==> src/rtl/sfp_pkg.sv <==
// Package for the sensor frame packer: byte sequencer phase type, frame
// constants and the CRC-16 byte update. No dependencies.
package sfp_pkg;

    typedef enum logic [2:0] {
        PH_SYNC0,
        PH_SYNC1,
        PH_LEN,
        PH_TYPE,
        PH_SRC,
        PH_DATA,
        PH_CRC_LO,
        PH_CRC_HI
    } phase_t;

    localparam logic [7:0]  SYNC0_BYTE = 8'hAA;
    localparam logic [7:0]  SYNC1_BYTE = 8'h55;
    localparam logic [7:0]  TYPE_BYTE  = 8'h01;
    localparam logic [7:0]  LEN_OFFSET = 8'd5;
    localparam logic [15:0] CRC_INIT   = 16'hFFFF;
    localparam logic [15:0] CRC_POLY   = 16'hA001;

    function automatic logic [15:0] crc_update(input logic [15:0] crc, input logic [7:0] b);
        logic [15:0] c;
        c = crc ^ {b, 8'h00};
        for (int k = 0; k < 8; k++) begin
            if (c[15]) begin
                c = {c[14:0], 1'b0} ^ CRC_POLY;
            end else begin
                c = {c[14:0], 1'b0};
            end
        end
        return c;
    endfunction

endpackage

==> src/rtl/sensor_frame_packer_crc16.sv <==
// Top level of the sensor frame packer: takes payload bytes and emits framed
// bytes with sync header and CRC-16. Depends on sfp_pkg.
//
// Each accepted payload byte is held in an item register while a phase
// sequencer emits its frame bytes into the output register, one byte per
// cycle unless m_ready holds the output: six on the first byte of a
// message (sync, sync, length, type, source, data), one on a middle byte,
// and two more CRC bytes on the last. The next item is accepted in the
// cycle its final byte enters the output register. The CRC is advanced
// one byte per cycle while frame bytes are emitted.
module sensor_frame_packer_crc16 #(
    parameter int MAX_PAYLOAD = 16
) (
    input  logic       aclk,
    input  logic       aresetn,
    input  logic       s_valid,
    output logic       s_ready,
    input  logic [7:0] s_data_byte,
    input  logic [7:0] s_source_id,
    input  logic [4:0] s_payload_len,
    output logic       m_valid,
    input  logic       m_ready,
    output logic [7:0] m_frame_byte,
    output logic       m_frame_end
);

    logic            busy_reg, busy_next;
    sfp_pkg::phase_t phase_reg, phase_next;
    logic [7:0]      data_reg, data_next;
    logic [7:0]      src_reg, src_next;
    logic [7:0]      lenbyte_reg, lenbyte_next;
    logic            in_message_reg, in_message_next;
    logic [4:0]      bytes_seen_reg, bytes_seen_next;
    logic [4:0]      expected_len_reg, expected_len_next;
    logic [15:0]     crc_reg, crc_next;
    logic            m_valid_reg, m_valid_next;
    logic [7:0]      m_frame_byte_reg, m_frame_byte_next;
    logic            m_frame_end_reg, m_frame_end_next;

    logic       load;
    logic       last_phase;
    logic       msg_last;
    logic       accept;
    logic [5:0] seen_inc;
    logic [4:0] len_clamped;
    logic [7:0] out_byte;
    logic       out_end;

    assign load       = busy_reg && (!m_valid_reg || m_ready);
    assign seen_inc   = {1'b0, bytes_seen_reg} + 6'd1;
    assign msg_last   = seen_inc >= {1'b0, expected_len_reg};
    assign last_phase = (phase_reg == sfp_pkg::PH_CRC_HI)
                     || ((phase_reg == sfp_pkg::PH_DATA) && !msg_last);
    assign s_ready    = !busy_reg || (load && last_phase);
    assign accept     = s_valid && s_ready;

    always_comb begin
        len_clamped = (s_payload_len == 5'd0) ? 5'd1 : s_payload_len;
        if (int'(len_clamped) > MAX_PAYLOAD) begin
            len_clamped = 5'(MAX_PAYLOAD);
        end
    end

    always_comb begin
        out_end = 1'b0;
        case (phase_reg)
            sfp_pkg::PH_SYNC0:  out_byte = sfp_pkg::SYNC0_BYTE;
            sfp_pkg::PH_SYNC1:  out_byte = sfp_pkg::SYNC1_BYTE;
            sfp_pkg::PH_LEN:    out_byte = lenbyte_reg;
            sfp_pkg::PH_TYPE:   out_byte = sfp_pkg::TYPE_BYTE;
            sfp_pkg::PH_SRC:    out_byte = src_reg;
            sfp_pkg::PH_DATA:   out_byte = data_reg;
            sfp_pkg::PH_CRC_LO: out_byte = crc_reg[7:0];
            sfp_pkg::PH_CRC_HI: begin
                out_byte = crc_reg[15:8];
                out_end  = 1'b1;
            end
            default:            out_byte = data_reg;
        endcase
    end

    always_comb begin
        busy_next         = busy_reg;
        phase_next        = phase_reg;
        data_next         = data_reg;
        src_next          = src_reg;
        lenbyte_next      = lenbyte_reg;
        in_message_next   = in_message_reg;
        bytes_seen_next   = bytes_seen_reg;
        expected_len_next = expected_len_reg;
        crc_next          = crc_reg;
        m_valid_next      = m_valid_reg;
        m_frame_byte_next = m_frame_byte_reg;
        m_frame_end_next  = m_frame_end_reg;

        if (m_valid_reg && m_ready) begin
            m_valid_next = 1'b0;
        end

        if (load) begin
            m_valid_next      = 1'b1;
            m_frame_byte_next = out_byte;
            m_frame_end_next  = out_end;
            case (phase_reg)
                sfp_pkg::PH_SYNC0:  phase_next = sfp_pkg::PH_SYNC1;
                sfp_pkg::PH_SYNC1:  phase_next = sfp_pkg::PH_LEN;
                sfp_pkg::PH_LEN: begin
                    crc_next   = sfp_pkg::crc_update(crc_reg, out_byte);
                    phase_next = sfp_pkg::PH_TYPE;
                end
                sfp_pkg::PH_TYPE: begin
                    crc_next   = sfp_pkg::crc_update(crc_reg, out_byte);
                    phase_next = sfp_pkg::PH_SRC;
                end
                sfp_pkg::PH_SRC: begin
                    crc_next   = sfp_pkg::crc_update(crc_reg, out_byte);
                    phase_next = sfp_pkg::PH_DATA;
                end
                sfp_pkg::PH_DATA: begin
                    crc_next        = sfp_pkg::crc_update(crc_reg, out_byte);
                    bytes_seen_next = seen_inc[4:0];
                    if (msg_last) begin
                        phase_next = sfp_pkg::PH_CRC_LO;
                    end else begin
                        busy_next = 1'b0;
                    end
                end
                sfp_pkg::PH_CRC_LO: phase_next = sfp_pkg::PH_CRC_HI;
                sfp_pkg::PH_CRC_HI: begin
                    busy_next         = 1'b0;
                    in_message_next   = 1'b0;
                    bytes_seen_next   = 5'd0;
                    expected_len_next = 5'd0;
                    crc_next          = sfp_pkg::CRC_INIT;
                end
                default:            phase_next = sfp_pkg::PH_DATA;
            endcase
        end

        if (accept) begin
            busy_next = 1'b1;
            data_next = s_data_byte;
            if (!in_message_next) begin
                phase_next        = sfp_pkg::PH_SYNC0;
                src_next          = s_source_id;
                lenbyte_next      = {3'b000, len_clamped} + sfp_pkg::LEN_OFFSET;
                expected_len_next = len_clamped;
                bytes_seen_next   = 5'd0;
                in_message_next   = 1'b1;
                crc_next          = sfp_pkg::CRC_INIT;
            end else begin
                phase_next = sfp_pkg::PH_DATA;
            end
        end
    end

    always_ff @(posedge aclk) begin
        if (!aresetn) begin
            busy_reg         <= 1'b0;
            phase_reg        <= sfp_pkg::PH_DATA;
            in_message_reg   <= 1'b0;
            bytes_seen_reg   <= 5'd0;
            expected_len_reg <= 5'd0;
            crc_reg          <= sfp_pkg::CRC_INIT;
            m_valid_reg      <= 1'b0;
        end else begin
            busy_reg         <= busy_next;
            phase_reg        <= phase_next;
            in_message_reg   <= in_message_next;
            bytes_seen_reg   <= bytes_seen_next;
            expected_len_reg <= expected_len_next;
            crc_reg          <= crc_next;
            m_valid_reg      <= m_valid_next;
        end
    end

    always_ff @(posedge aclk) begin
        data_reg         <= data_next;
        src_reg          <= src_next;
        lenbyte_reg      <= lenbyte_next;
        m_frame_byte_reg <= m_frame_byte_next;
        m_frame_end_reg  <= m_frame_end_next;
    end

    assign m_valid      = m_valid_reg;
    assign m_frame_byte = m_frame_byte_reg;
    assign m_frame_end  = m_frame_end_reg;

    a_crc_idle: assert property (@(posedge aclk) disable iff (!aresetn)
        !in_message_reg |-> (crc_reg == sfp_pkg::CRC_INIT))
        else $error("crc not at init value outside a message");

    a_seen_bound: assert property (@(posedge aclk) disable iff (!aresetn)
        in_message_reg |-> (bytes_seen_reg <= expected_len_reg))
        else $error("payload count passed length inside a message");

    a_crc_in_msg: assert property (@(posedge aclk) disable iff (!aresetn)
        (busy_reg && (phase_reg == sfp_pkg::PH_CRC_HI)) |-> in_message_reg)
        else $error("crc byte emitted outside a message");

endmodule

==> config.mk <==
export PLATFORM = sky130hd
export DESIGN_NAME = sensor_frame_packer_crc16
export DESIGN_NICKNAME = d
export VERILOG_FILES = /design/src/rtl/sfp_pkg.sv /design/src/rtl/sensor_frame_packer_crc16.sv
export SDC_FILE = /design/constraint.sdc
export NUM_CORES = 1
export LEC_CHECK = 0
export ABC_AREA = 1
export BUFFER_PORTS_ARGS = -buffer_cell sky130_fd_sc_hd__buf_2
export CORE_MARGIN = 2
export CORE_UTILIZATION = 40
export CTS_CLUSTER_DIAMETER = 120
export DETAILED_ROUTE_END_ITERATION = 7
export PLACE_DENSITY = 0.57
export SLEW_MARGIN = 20
export SYNTH_ARGS = -nofsm -noshare
export SYNTH_HDL_FRONTEND = slang
export SYNTH_SLANG_ARGS = --single-unit
==> constraint.sdc <==
create_clock -name aclk -period 4.1 [get_ports aclk]
set_clock_uncertainty 0.1 [all_clocks]
set_input_delay 0.41 -clock aclk [delete_from_list [all_inputs] [get_ports aclk]]
set_output_delay 0.41 -clock aclk [all_outputs]
set_load 0.1 [all_outputs]
==> load_flow_metrics.sql, run 1 <==
INSERT INTO impl_metrics (metric_group, metric, value, unit) VALUES
('synthesis', 'synth.largest_area_cell', 'sky130_fd_sc_hd__edfxtp_1', ''),
('outcome', 'status', 'finished clean', ''),
('synthesis', 'post_synth_inst_count', '423', ''),
('timing', 'worst_slew_pin_slew', '0.689', 'ns'),
('floorplanning', 'initial_utilization', '41.8', '%'),
('final_layout', 'post-route-util', '47.7', '%'),
('timing', 'setup_viol', '0', ''),
('timing', 'fin_setup_tns', '0', 'ns'),
('global_route', 'gr-total-overflow', '0', ''),
('worst_setup_path', 'cp_data_arrival_time', '3.53', 'ns'),
('floorplanning', 'num_io_pins', '36', ''),
('final_layout', 'area_growth_syn_to_layout', '14.1', '%'),
('timing', 'layout_setup_ws', '0.696', 'ns'),
('floorplanning', 'num_rows', '33', ''),
('synthesis', 'seq_area_frac_synth', '45.3', '%'),
('synthesis', 'post_synth.cell_area_avg', '8.20', 'um2'),
('timing', 'period_share', '83.0', '%'),
('timing', 'rsz0062_at_grt', 'no', ''),
('timing', 'maxSlewHeadroom', '54.0', '%'),
('final_layout', 'num-fill-cells', '823', ''),
('final_layout', 'largest_register_ffs', '16', ''),
('drt', 'dr_total_vias', '2877', ''),
('synthesis', 'synth_cell_type_count', '41', ''),
('final_layout', 'diodes', '0', ''),
('cts', 'clkLatencyLatePin', '0.34', 'ns'),
('synthesis', 'mappedNetlistNets', '459', ''),
('power_and_ir_drop', 'cellLeakagePower', '0.00189', 'uW'),
('timing', 'achievable-frequency', '0.294', 'GHz'),
('worst_setup_path', 'cpMostUsedCell', 'sky130_fd_sc_hd__nand2_1', ''),
('floorplanning', 'chipHeight', '97.1', 'um'),
('placement', 'last_weighted_congestion_value_of_the_routability_driven_placer', '0.873', ''),
('final_layout', 'finish.instance_area', '0.00396', 'mm2'),
('placement', 'hpwl', '6.19', 'mm'),
('worst_hold_path', 'worstHoldPathType', 'input pin to register', ''),
('cts', 'cts-root-to-sink-buffers', '2', ''),
('drt', 'drt_iter0_drc', '177', ''),
('timing', 'post-route-min-period', '3.40', 'ns'),
('global_route', 'track_usage', '17.6', '%'),
('timing', 'timing.final.max_slew_violations', '0', ''),
('timing', 'timing.final.hold_violations', '0', ''),
('cts', 'cts.sink_count', '63', ''),
('flow_run', 'max_cap_viols', '0', ''),
('synthesis', 'ys_ff_latch', '63', ''),
('drt', 'drt_first_pass_iters', '4', ''),
('floorplanning', 'floorplan.core_area', '0.00830', 'mm2'),
('cts', 'tritoncts_clock_tree', 'done', ''),
('power_and_ir_drop', 'power.ir.vdd_worst', '0.000260', 'V'),
('worst_setup_path', 'worstSetupStartpointType', 'register', ''),
('worst_hold_path', 'hold-path-cell-count', '1', ''),
('cts', 'worst_setup_hold_path_clk_slew', '0.07', 'ns'),
('global_route', 'grt_start_max_net_pins', '18', ''),
('worst_setup_path', 'slowest_delay', '0.40', 'ns'),
('worst_setup_path', 'setup.worst_path.end_class', 'register', ''),
('placement', 'placed_area', '0.00375', 'mm2'),
('worst_setup_path', 'worst_ep_required_time', '4.23', 'ns'),
('cts', 'cts_setup_buffers', '0', ''),
('synthesis', 'synthesis_warnings', '0', ''),
('synthesis', 'synth_top_area_share', '26.8', '%'),
('worst_setup_path', 'crit_chain', 'ha_1, ha_1, a21boi_0, o21a_1, o21ai_0, nand2_1, nand2_1, nand3_1, nand3_1, nand2_1, nor2_2, buf_4, inv_2, nand2_1, nor2_1, inv_1, a21oi_1, o21ai_1', ''),
('global_route', 'grt_first_pass_wirelength', '13.3', 'mm'),
('final_layout', 'num-nets-final', '502', ''),
('worst_setup_path', 'worstSetupPathType', 'register to register', ''),
('synthesis', 'synth-edff-count', '31', ''),
('worst_setup_path', 'timing.reg2reg.worst_path_depth', '18', ''),
('cts', 'cts-buffers-inserted', '9', ''),
('drt', 'drc_errors', '0', ''),
('final_layout', 'post_route_cells_drive_above_1_share', '19.5', '%'),
('drt', 'final_wirelength', '8.03', 'mm'),
('placement', 'port-buffer-count', '35', ''),
('synthesis', 'post_synth_instance_area', '0.00347', 'mm2'),
('timing', 'fin_hold_ws', '0.141', 'ns');
worst max-delay path, delay by kind of cell, from the launching register on:
family                     cells  cell delay [ns]
AOI/OAI and AO/OA              5             0.61
adders and majority gates      2             0.60
buffers and inverters          3             0.51
DFF                            1             0.35
and+or+nand+nor                8             1.11
layout by cell type, fill, tap and decap left out, types with 3 or more instances in the layout:
cell type,count
sky130_fd_sc_hd__edfxtp_1,31
sky130_fd_sc_hd__a211oi_1,3
sky130_fd_sc_hd__o221ai_1,5
sky130_fd_sc_hd__a21oi_1,18
sky130_fd_sc_hd__o211ai_1,5
sky130_fd_sc_hd__nor2_2,3
sky130_fd_sc_hd__nor2_1,24
sky130_fd_sc_hd__nand2_4,5
sky130_fd_sc_hd__buf_2,35
sky130_fd_sc_hd__ha_1,11
sky130_fd_sc_hd__nand2_1,107
sky130_fd_sc_hd__xor2_1,7
sky130_fd_sc_hd__nand3_2,7
sky130_fd_sc_hd__inv_1,51
sky130_fd_sc_hd__o22ai_1,8
sky130_fd_sc_hd__o21ai_0,11
sky130_fd_sc_hd__nand2_2,10
sky130_fd_sc_hd__clkbuf_8,10
sky130_fd_sc_hd__inv_2,10
sky130_fd_sc_hd__dfxtp_1,32
sky130_fd_sc_hd__nand3_1,43
sky130_fd_sc_hd__o21ai_1,4
synth_stat cells (3+ instances only):
cell and number:
sky130_fd_sc_hd__edfxtp_1 31, sky130_fd_sc_hd__o211ai_1 5, sky130_fd_sc_hd__xor2_1 7, sky130_fd_sc_hd__a211oi_1 3, sky130_fd_sc_hd__nand3_1 43, sky130_fd_sc_hd__dfxtp_1 32
sky130_fd_sc_hd__o21ai_1 4, sky130_fd_sc_hd__nand2_1 107, sky130_fd_sc_hd__a21oi_1 18, sky130_fd_sc_hd__ha_1 11, sky130_fd_sc_hd__nand2_4 5, sky130_fd_sc_hd__o221ai_1 5
sky130_fd_sc_hd__nand3_2 7, sky130_fd_sc_hd__nand2_2 10, sky130_fd_sc_hd__nor2_1 25, sky130_fd_sc_hd__inv_2 10, sky130_fd_sc_hd__o21ai_0 11, sky130_fd_sc_hd__inv_1 51
sky130_fd_sc_hd__o22ai_1 8
kinds of logic after synthesis:
family | synth area share, %
AO/OA/AOI/OAI | 11.3
XOR/XNOR | 1.77
adder cells (fa/ha/maj) | 3.97
buffers and inverters | 8.16
flip-flops | 45.3
other | 0.108
AND/OR/NAND/NOR | 29.3
power by group:
part | switching [uW] | leakage, uW | total (uW) | internal, uW
Combinational | 936 | 0.00123 | 1340 | 407
Sequential | 44.4 | 0.000554 | 783 | 739
Clock | 239 | 0.000107 | 547 | 308
routing by layer:
layer	part of all wire (%)	up-vias	global-route usage, %
li1	-	1503	-
met4	1.9	0	5.96
met1	50	1303	24.7
met5	0	-	0
met2	45	55	27.6
met3	3.5	16	3.17
worst paths after layout:
kind / start / end / slack, ns
worst min-delay path: s_source_id[3] / src_reg[3] / 0.14
worst max register to register: bytes_seen_reg[0] / crc_reg[13] / 0.70
worst min register to register: expected_len_reg[2] / expected_len_reg[2] / 0.38
worst max-delay path: bytes_seen_reg[0] / crc_reg[13] / 0.70
stage by stage:
step / power, uW / cells
final: 2670 / 576
after global routing: 2890 / 576
after CTS: 2690 / 576
after detailed placement: 2140 / 560
after global placement: 2120 / 560
after floorplan: 1890 / 423
layout make-up:
type | instances | area [um2] | share of cell area (%)
Clock buffer | 14 | 195 | 4.94
Inverter | 65 | 249 | 6.30
Multi-Input combinational cell | 291 | 1620 | 40.8
Clock inverter | 2 | 10.0 | 0.253
Sequential cell | 63 | 1570 | 39.7
Timing Repair Buffer | 36 | 183 | 4.62
Tap cell | 105 | 131 | 3.32
Note: power is estimated with default switching activity, not from simulation.
==> inputs of run 2 (changes only) <==
- ABC_AREA: 1 -> 0
- PLACE_DENSITY: 0.57 -> 0.59
- clock period: 4.1 -> 3.1 ns (I/O delays scaled with it)
==> run 2 against run 1 <==
Compared with the run above: clock-buffer cell count is 5 lower; via count is 3.2% higher; area after synthesis is 2.1% lower; final area is 13% higher; fmax is 12% higher; largest power group unchanged.
==> load_flow_metrics.sql, run 2 <==
INSERT INTO impl_metrics (metric_group, metric, value, unit) VALUES
('outcome', 'status', 'finished clean', ''),
('worst_setup_path', 'rr_startpoint', 'phase_reg[0]', ''),
('synthesis', 'post_synth_instance_area', '0.00339', 'mm2'),
('global_route', 'track_usage', '21.0', '%'),
('floorplanning', 'full_die_area', '0.00924', 'mm2'),
('worst_setup_path', 'worst_r2r_endpoint', 'crc_reg[15]', ''),
('synthesis', 'synthTopCellsByArea', 'sky130_fd_sc_hd__edfxtp_1, sky130_fd_sc_hd__dfxtp_1, sky130_fd_sc_hd__ha_1, sky130_fd_sc_hd__nand2_1, sky130_fd_sc_hd__o21ai_0', ''),
('synthesis', 'post_synth_inst_count', '343', ''),
('final_layout', 'multi_input_area', '0.00183', 'mm2'),
('cts', 'cts-buffers-inserted', '9', ''),
('placement', 'preCtsSetupSlack', '-0.161', 'ns'),
('final_layout', 'largest_register_ffs', '16', ''),
('timing', 'timing.final.hold_violations', '0', ''),
('drt', 'final_wirelength', '8.96', 'mm'),
('final_layout', 'layout.cells.most_common_list', 'sky130_fd_sc_hd__buf_4, sky130_fd_sc_hd__buf_2, sky130_fd_sc_hd__nand2_1', ''),
('global_route', 'grt_antenna_before_repair', '0', ''),
('worst_hold_path', 'hold-path-cell-count', '1', ''),
('final_layout', 'layout.area.seq', '0.00158', 'mm2'),
('drt', 'drt_iter0_drc', '156', ''),
('worst_setup_path', 'cp_data_arrival_time', '3.22', 'ns'),
('placement', 'port-buffer-count', '35', ''),
('worst_setup_path', 'worstSetupPathType', 'register to register', ''),
('floorplanning', 'fp.dieW', '96.1', 'um'),
('final_layout', 'mostFrequentLayoutCell', 'sky130_fd_sc_hd__buf_4', ''),
('cts', 'worst_setup_hold_path_clk_slew', '0.08', 'ns'),
('synthesis', 'synth_cell_type_count', '55', ''),
('final_layout', 'post-route-util', '54.3', '%'),
('worst_setup_path', 'cp-endpoint', 'crc_reg[15]', ''),
('synthesis', 'mappedNetlistNets', '379', ''),
('synthesis', 'post_synth_most_frequent_cells', 'sky130_fd_sc_hd__dfxtp_1, sky130_fd_sc_hd__nand2_1, sky130_fd_sc_hd__edfxtp_1, sky130_fd_sc_hd__nor2_1, sky130_fd_sc_hd__o21ai_0', ''),
('synthesis', 'synth_top_area_share', '27.4', '%'),
('floorplanning', 'initial_utilization', '41.3', '%'),
('final_layout', 'post_route_cells_drive_above_1_share', '30.5', '%'),
('synthesis', 'yosys_most_used_dff', 'sky130_fd_sc_hd__dfxtp_1', ''),
('synthesis', 'synth.largest_area_cell', 'sky130_fd_sc_hd__edfxtp_1', ''),
('cts', 'cts-root-to-sink-buffers', '2', ''),
('power_and_ir_drop', 'power_per_cell_area', '763', 'mW/mm2'),
('timing', 'maxSlewHeadroom', '56.9', '%'),
('power_and_ir_drop', 'total_power', '3410', 'uW'),
('worst_setup_path', 'r2r_setup_slk', '0.06', 'ns'),
('cts', 'root_buffer', 'sky130_fd_sc_hd__clkbuf_8', ''),
('global_route', 'gr-total-overflow', '0', ''),
('worst_setup_path', 'critical_path.max_fanout', '4', ''),
('worst_setup_path', 'worstSetupStartpointType', 'register', ''),
('floorplanning', 'num_io_pins', '36', ''),
('floorplanning', 'floorplan.core_area', '0.00822', 'mm2'),
('worst_setup_path', 'worst_ep_required_time', '3.28', 'ns'),
('final_layout', 'num-nets-final', '467', ''),
('floorplanning', 'num_rows', '33', ''),
('timing', 'achievable-frequency', '0.329', 'GHz'),
('synthesis', 'ys_async_sr_fraction', '0', '%'),
('cts', 'clkLatencyLatePin', '0.36', 'ns'),
('synthesis', 'synthesis_warnings', '0', ''),
('worst_setup_path', 'timing.reg2reg.worst_path_depth', '11', ''),
('timing', 'fin_hold_ws', '0.0147', 'ns'),
('final_layout', 'diodes', '0', ''),
('final_layout', 'area_growth_syn_to_layout', '31.5', '%'),
('timing', 'fin_setup_tns', '0', 'ns'),
('timing', 'worst_slew_pin_slew', '0.645', 'ns'),
('timing', 'rsz0062_at_grt', 'yes', ''),
('worst_setup_path', 'setup.worst_path.end_class', 'register', ''),
('power_and_ir_drop', 'cellLeakagePower', '0.00186', 'uW'),
('drt', 'route.antenna.remaining_nets', '0', ''),
('placement', 'last_weighted_congestion_value_of_the_routability_driven_placer', '0.897', ''),
('synthesis', 'ys_ff_latch', '63', ''),
('global_route', 'grt_start_max_net_pins', '20', ''),
('global_route', 'grt_first_pass_wirelength', '14.4', 'mm'),
('timing', 'setup_viol', '0', ''),
('cts', 'tritoncts_clock_tree', 'done', ''),
('worst_setup_path', 'critical_path_startpoint', 'phase_reg[0]', ''),
('drt', 'drt-vias-per-instance', '5.49', ''),
('power_and_ir_drop', 'power.ir.vdd_worst', '0.000344', 'V'),
('timing', 'layout_setup_ws', '0.0646', 'ns'),
('cts', 'cts_max_level', '3', ''),
('timing', 'post-route-min-period', '3.04', 'ns'),
('synthesis', 'synth-edff-count', '31', ''),
('drt', 'drc_errors', '0', ''),
('placement', 'hpwl', '6.46', 'mm'),
('cts', 'cts.sink_count', '63', ''),
('final_layout', 'num-fill-cells', '749', ''),
('timing', 'period_share', '97.9', '%'),
('synthesis', 'seq_area_frac_synth', '46.3', '%'),
('flow_run', 'max_cap_viols', '0', ''),
('drt', 'dr_total_vias', '2969', ''),
('synthesis', 'post_synth.cell_area_avg', '9.90', 'um2'),
('drt', 'drt_first_pass_iters', '7', ''),
('drt', 'route.detailed.wl_per_inst', '16.6', 'um'),
('worst_hold_path', 'worstHoldPathType', 'input pin to register', ''),
('timing', 'timing.final.max_slew_violations', '0', ''),
('floorplanning', 'chipHeight', '96.1', 'um'),
('global_route', 'via_count_of_the_first_global_routing_pass', '2870', '');
## run 2: cell types whose count changed after synthesis, moves of 11 or more
| cell | before | now |
|---|---|---|
| sky130_fd_sc_hd__nand2_1 | 107 | 32 |
| sky130_fd_sc_hd__nand3_1 | 43 | 8 |
| sky130_fd_sc_hd__nor3_1 | 1 | 12 |
| sky130_fd_sc_hd__inv_1 | 51 | 17 |
| sky130_fd_sc_hd__o21ai_0 | 11 | 22 |
| sky130_fd_sc_hd__xnor2_1 | 0 | 11 |
## run 2: worst min path at each step
stage | start | endpoint | slack (ns)
2_1_floorplan | s_data_byte[0] | data_reg[0] | 0.31
3_3_place_gp | in_message_reg | in_message_reg | 0.38
3_5_place_dp | s_source_id[0] | src_reg[0] | 0.39
4_1_cts | s_source_id[0] | src_reg[0] | 0.01
5_1_grt | s_data_byte[1] | data_reg[1] | 0.006
6_report | s_source_id[0] | src_reg[0] | 0.01
## run 2: cell type report
cell class,count,share of cell area [%]
timing repair buffer,93,14.9
sequential,63,35.4
clock buffer,9,2.77
multi-input combinational,247,41.0
tap,105,2.94
clock inverter,7,1.43
inverter,17,1.60
## run 2: metal layers
metal  share of wire (%)  up-vias  global-route usage (%)
met3                 4.6       12                    4.39
met2                  47       72                    33.8
met1                  46     1443                    27.5
met5                   0        -                       0
li1                    -     1442                       -
met4                 2.1        0                    8.81
## run 2: repair_timing
item	4_1_cts	5_1_grt
hold buffers	0	0
setup buffers	11	5
cloned	0	0
pin swaps	17	7
gates resized for setup	25	18
setup endpoints to repair	2	8
## run 2: cells by family after synthesis
family	share of synthesized area, %
AOI/OAI and AO/OA	21.6
DFF	46.3
muxes	1.18
and+or+nand+nor	15.1
adders and majority gates	4.05
xor gates and xnor gates	7.52
other	0.110
buffers and inverters	4.16
## run 2: per-stage QoR
step | cell area, um2 | cells
3_3_place_gp | 3990 | 512
6_report | 4460 | 541
3_5_place_dp | 3990 | 512
4_1_cts | 4350 | 537
5_1_grt | 4460 | 541
2_1_floorplan | 3400 | 343
## run 2: power by group
| group | switching, uW | internal [uW] |
|---|---|---|
| combinational | 822 | 842 |
| sequential | 66.0 | 967 |
| clock | 345 | 364 |
| total | 1230 | 2170 |
## run 2: critical path, cell delays in order (launching register included)
cell	delay (ns)
sky130_fd_sc_hd__dfxtp_4	0.38
sky130_fd_sc_hd__ha_4	0.16
sky130_fd_sc_hd__buf_4	0.14
sky130_fd_sc_hd__a2111o_1	0.49
sky130_fd_sc_hd__buf_4	0.18
sky130_fd_sc_hd__o21a_1	0.12
sky130_fd_sc_hd__o22ai_4	0.22
sky130_fd_sc_hd__xnor2_4	0.16
sky130_fd_sc_hd__xnor2_2	0.15
sky130_fd_sc_hd__xor3_2	0.40
sky130_fd_sc_hd__xor3_1	0.21
sky130_fd_sc_hd__o311ai_2	0.24
==> inputs of run 3 (changes only) <==
- HOLD_SLACK_MARGIN: unset -> 0.05
==> run 3 against run 2 <==
Compared with the run above: the flow now finishes with violations (negative setup slack); critical path depth increased by 1; register-to-register slack got worse by 0.07 ns; largest power group unchanged; via count increased by 1.9%; wire length increased by 1.3%.
==> load_flow_metrics.sql, run 3 (same netlist as run 2, synthesis figures left out) <==
INSERT INTO impl_metrics (metric_group, metric, value, unit) VALUES
('outcome', 'status', 'finished, violations left', ''),
('outcome', 'violations', 'negative setup slack', ''),
('global_route', 'grt_start_max_net_pins', '20', ''),
('timing', 'maxSlewHeadroom', '57.0', '%'),
('worst_setup_path', 'r2r_setup_slk', '-0.005', 'ns'),
('final_layout', 'layout.area.seq', '0.00158', 'mm2'),
('global_route', 'gr-total-overflow', '0', ''),
('timing', 'timing.final.hold_violations', '0', ''),
('timing', 'period_share', '100', '%'),
('cts', 'tritoncts_clock_tree', 'done', ''),
('placement', 'last_weighted_congestion_value_of_the_routability_driven_placer', '0.897', ''),
('drt', 'route.detailed.wl_per_inst', '16.2', 'um'),
('timing', 'rsz0062_at_grt', 'yes', ''),
('worst_setup_path', 'path_delay_family', 'XOR/XNOR gates', ''),
('drt', 'final_wirelength', '9.08', 'mm'),
('drt', 'route.antenna.remaining_nets', '0', ''),
('timing', 'post-route-min-period', '3.10', 'ns'),
('power_and_ir_drop', 'power_switching', '1230', 'uW'),
('placement', 'placed_area', '0.00399', 'mm2'),
('worst_hold_path', 'worstHoldPathType', 'input pin to register', ''),
('final_layout', 'multi_input_area', '0.00184', 'mm2'),
('floorplanning', 'num_io_pins', '36', ''),
('floorplanning', 'chipHeight', '96.1', 'um'),
('timing', 'layout_setup_ws', '-0.00499', 'ns'),
('worst_setup_path', 'timing.reg2reg.worst_path_depth', '12', ''),
('worst_setup_path', 'rr_startpoint', 'phase_reg[1]', ''),
('global_route', 'via_count_of_the_first_global_routing_pass', '2957', ''),
('final_layout', 'finish.instance_area', '0.00466', 'mm2'),
('worst_setup_path', 'worstSetupPathType', 'register to register', ''),
('worst_setup_path', 'cp_data_arrival_time', '3.25', 'ns'),
('floorplanning', 'num_rows', '33', ''),
('power_and_ir_drop', 'flop_pwr_share', '30.0', '%'),
('timing', 'achievable-frequency', '0.322', 'GHz'),
('worst_hold_path', 'hold-path-cell-count', '3', ''),
('cts', 'cts_max_level', '3', ''),
('final_layout', 'layout.cells.most_common_list', 'sky130_fd_sc_hd__buf_4, sky130_fd_sc_hd__buf_2, sky130_fd_sc_hd__nand2_1', ''),
('cts', 'cts-buffers-inserted', '9', ''),
('floorplanning', 'full_die_area', '0.00924', 'mm2'),
('worst_hold_path', 'hold_path_end', 'expected_len_reg[4]', ''),
('worst_setup_path', 'worst_r2r_endpoint', 'crc_reg[13]', ''),
('drt', 'drt-vias-per-instance', '5.41', ''),
('timing', 'timing.final.max_slew_violations', '0', ''),
('placement', 'hpwl', '6.46', 'mm'),
('drt', 'drt_first_pass_iters', '8', ''),
('power_and_ir_drop', 'p_int', '2210', 'uW'),
('final_layout', 'diodes', '0', ''),
('final_layout', 'mostFrequentLayoutCell', 'sky130_fd_sc_hd__buf_4', ''),
('worst_setup_path', 'worst_ep_required_time', '3.25', 'ns'),
('placement', 'port-buffer-count', '35', ''),
('power_and_ir_drop', 'cellLeakagePower', '0.00193', 'uW'),
('worst_setup_path', 'worstSetupStartpointType', 'register', ''),
('final_layout', 'post_route_cells_drive_above_1_share', '30.0', '%'),
('worst_setup_path', 'timing.critical_path.slowest_stage_cell', 'sky130_fd_sc_hd__a2111o_1', ''),
('power_and_ir_drop', 'power_per_cell_area', '739', 'mW/mm2'),
('global_route', 'grt_antenna_before_repair', '0', ''),
('cts', 'cts-root-to-sink-buffers', '2', ''),
('floorplanning', 'initial_utilization', '41.3', '%'),
('drt', 'dr_total_vias', '3026', ''),
('worst_setup_path', 'crit_chain', 'inv_6, ha_4, buf_4, a2111o_1, o221ai_4, xor2_4, buf_4, xor2_2, xnor2_2, xor3_2, and3_4, a2111o_1', ''),
('drt', 'drt_iter0_drc', '190', ''),
('power_and_ir_drop', 'proportion_of_power_drawn_by_the_clock_network', '20.3', '%'),
('power_and_ir_drop', 'combinationalPowerShare', '49.7', '%'),
('worst_setup_path', 'setup.worst_path.end_class', 'register', ''),
('worst_hold_path', 'worst_hold_startpoint', 's_payload_len[4]', ''),
('floorplanning', 'floorplan.core_area', '0.00822', 'mm2'),
('cts', 'cts.sink_count', '63', ''),
('worst_setup_path', 'slowest_delay', '0.48', 'ns'),
('floorplanning', 'fp.dieW', '96.1', 'um'),
('drt', 'drc_errors', '0', ''),
('power_and_ir_drop', 'power.share.switching', '35.7', '%'),
('cts', 'clkLatencyLatePin', '0.35', 'ns'),
('final_layout', 'largest_register_ffs', '16', ''),
('final_layout', 'area_growth_syn_to_layout', '37.3', '%'),
('flow_run', 'max_cap_viols', '0', ''),
('timing', 'worst_slew_pin_slew', '0.644', 'ns'),
('global_route', 'grt_first_pass_wirelength', '14.8', 'mm'),
('worst_setup_path', 'critical_path.max_fanout', '4', ''),
('placement', 'preCtsSetupSlack', '-0.161', 'ns'),
('final_layout', 'num-fill-cells', '725', ''),
('final_layout', 'num-nets-final', '485', ''),
('worst_setup_path', 'timing.critical_path.buf_inv', '3', ''),
('global_route', 'track_usage', '21.6', '%'),
('power_and_ir_drop', 'power.ir.vdd_worst', '0.000378', 'V'),
('cts', 'root_buffer', 'sky130_fd_sc_hd__clkbuf_8', ''),
('cts', 'worst_setup_hold_path_clk_slew', '0.07', 'ns'),
('timing', 'setup_viol', '1', '');
## run 3: cell count changes in the layout (fill, tap and decap cells not counted), sizes merged
cell / change
buf: +2
dlygate4sd3: +16
## run 3: worst register-to-register path, delay by kind of cell (launching register included)
family / cells / cell delay (ns)
DFF: 1 / 0.37
adders and majority gates: 1 / 0.16
AOI/OAI and AO/OA: 3 / 0.94
xor gates and xnor gates: 4 / 0.94
buffers and inverters: 3 / 0.32
and+or+nand+nor: 1 / 0.16
## run 3: stage by stage
stage	hold slack (ns)	TNS (ns)	util (%)	cells	total power [uW]
after CTS	0.156	0	54.9	553	3240
final	0.163	-0.00499	56.7	559	3440
after global placement	0.383	-0.0804	48.5	512	2430
after floorplan	0.309	0	-	343	2020
after detailed placement	0.388	-0.268	48.5	512	2440
after global routing	0.171	-0.308	56.7	559	3630
## run 3: per-layer routing
| metal | share of wire (%) | global-route usage [%] | routed length [um] |
|---|---|---|---|
| met4 | 1.9 | 8.81 | 175 |
| met1 | 45 | 27.8 | 4080 |
| met3 | 4.4 | 4.39 | 398 |
| met5 | 0 | 0 | 0 |
| met2 | 49 | 35.4 | 4430 |
## run 3: cell type report
type,count,share of cell area [%]
clock buffers,9,2.66
multi-input cells,247,39.5
inverters,17,1.53
flip-flops and latches,63,33.9
repair buffers,111,18.2
well taps,105,2.82
clock inverters,7,1.37
## run 3: what timing repair did
action,CTS,global route
hold endpoints to repair,16,0
setup buffers,11,7
hold buffers,16,0
pin swaps,17,17
resized for setup,25,21
endpoints found under the setup margin,2,8
## run 3: how the worst max path moves through the flow
| stage | from | slack (ns) | cells after the start | end |
|---|---|---|---|---|
| 6_report | phase_reg[1] | -0.005 | 12 | crc_reg[13] |
| 5_1_grt | phase_reg[1] | -0.13 | 12 | crc_reg[13] |
| 4_1_cts | phase_reg[1] | 0.01 | 12 | crc_reg[13] |
| 3_5_place_dp | phase_reg[0] | -0.16 | 10 | crc_reg[15] |
| 3_3_place_gp | phase_reg[0] | -0.06 | 12 | crc_reg[15] |
| 2_1_floorplan | phase_reg[0] | 0.02 | 11 | crc_reg[15] |
## run 3: power by group through the flow
stage                     combinational, uW  clock, uW  sequential [uW]
after floorplan                         881          0             1140
after global placement                 1380          0             1040
after detailed placement               1400          0             1040
after CTS                              1500        714             1030
after global routing                   1830        752             1040
final                                  1710        699             1030
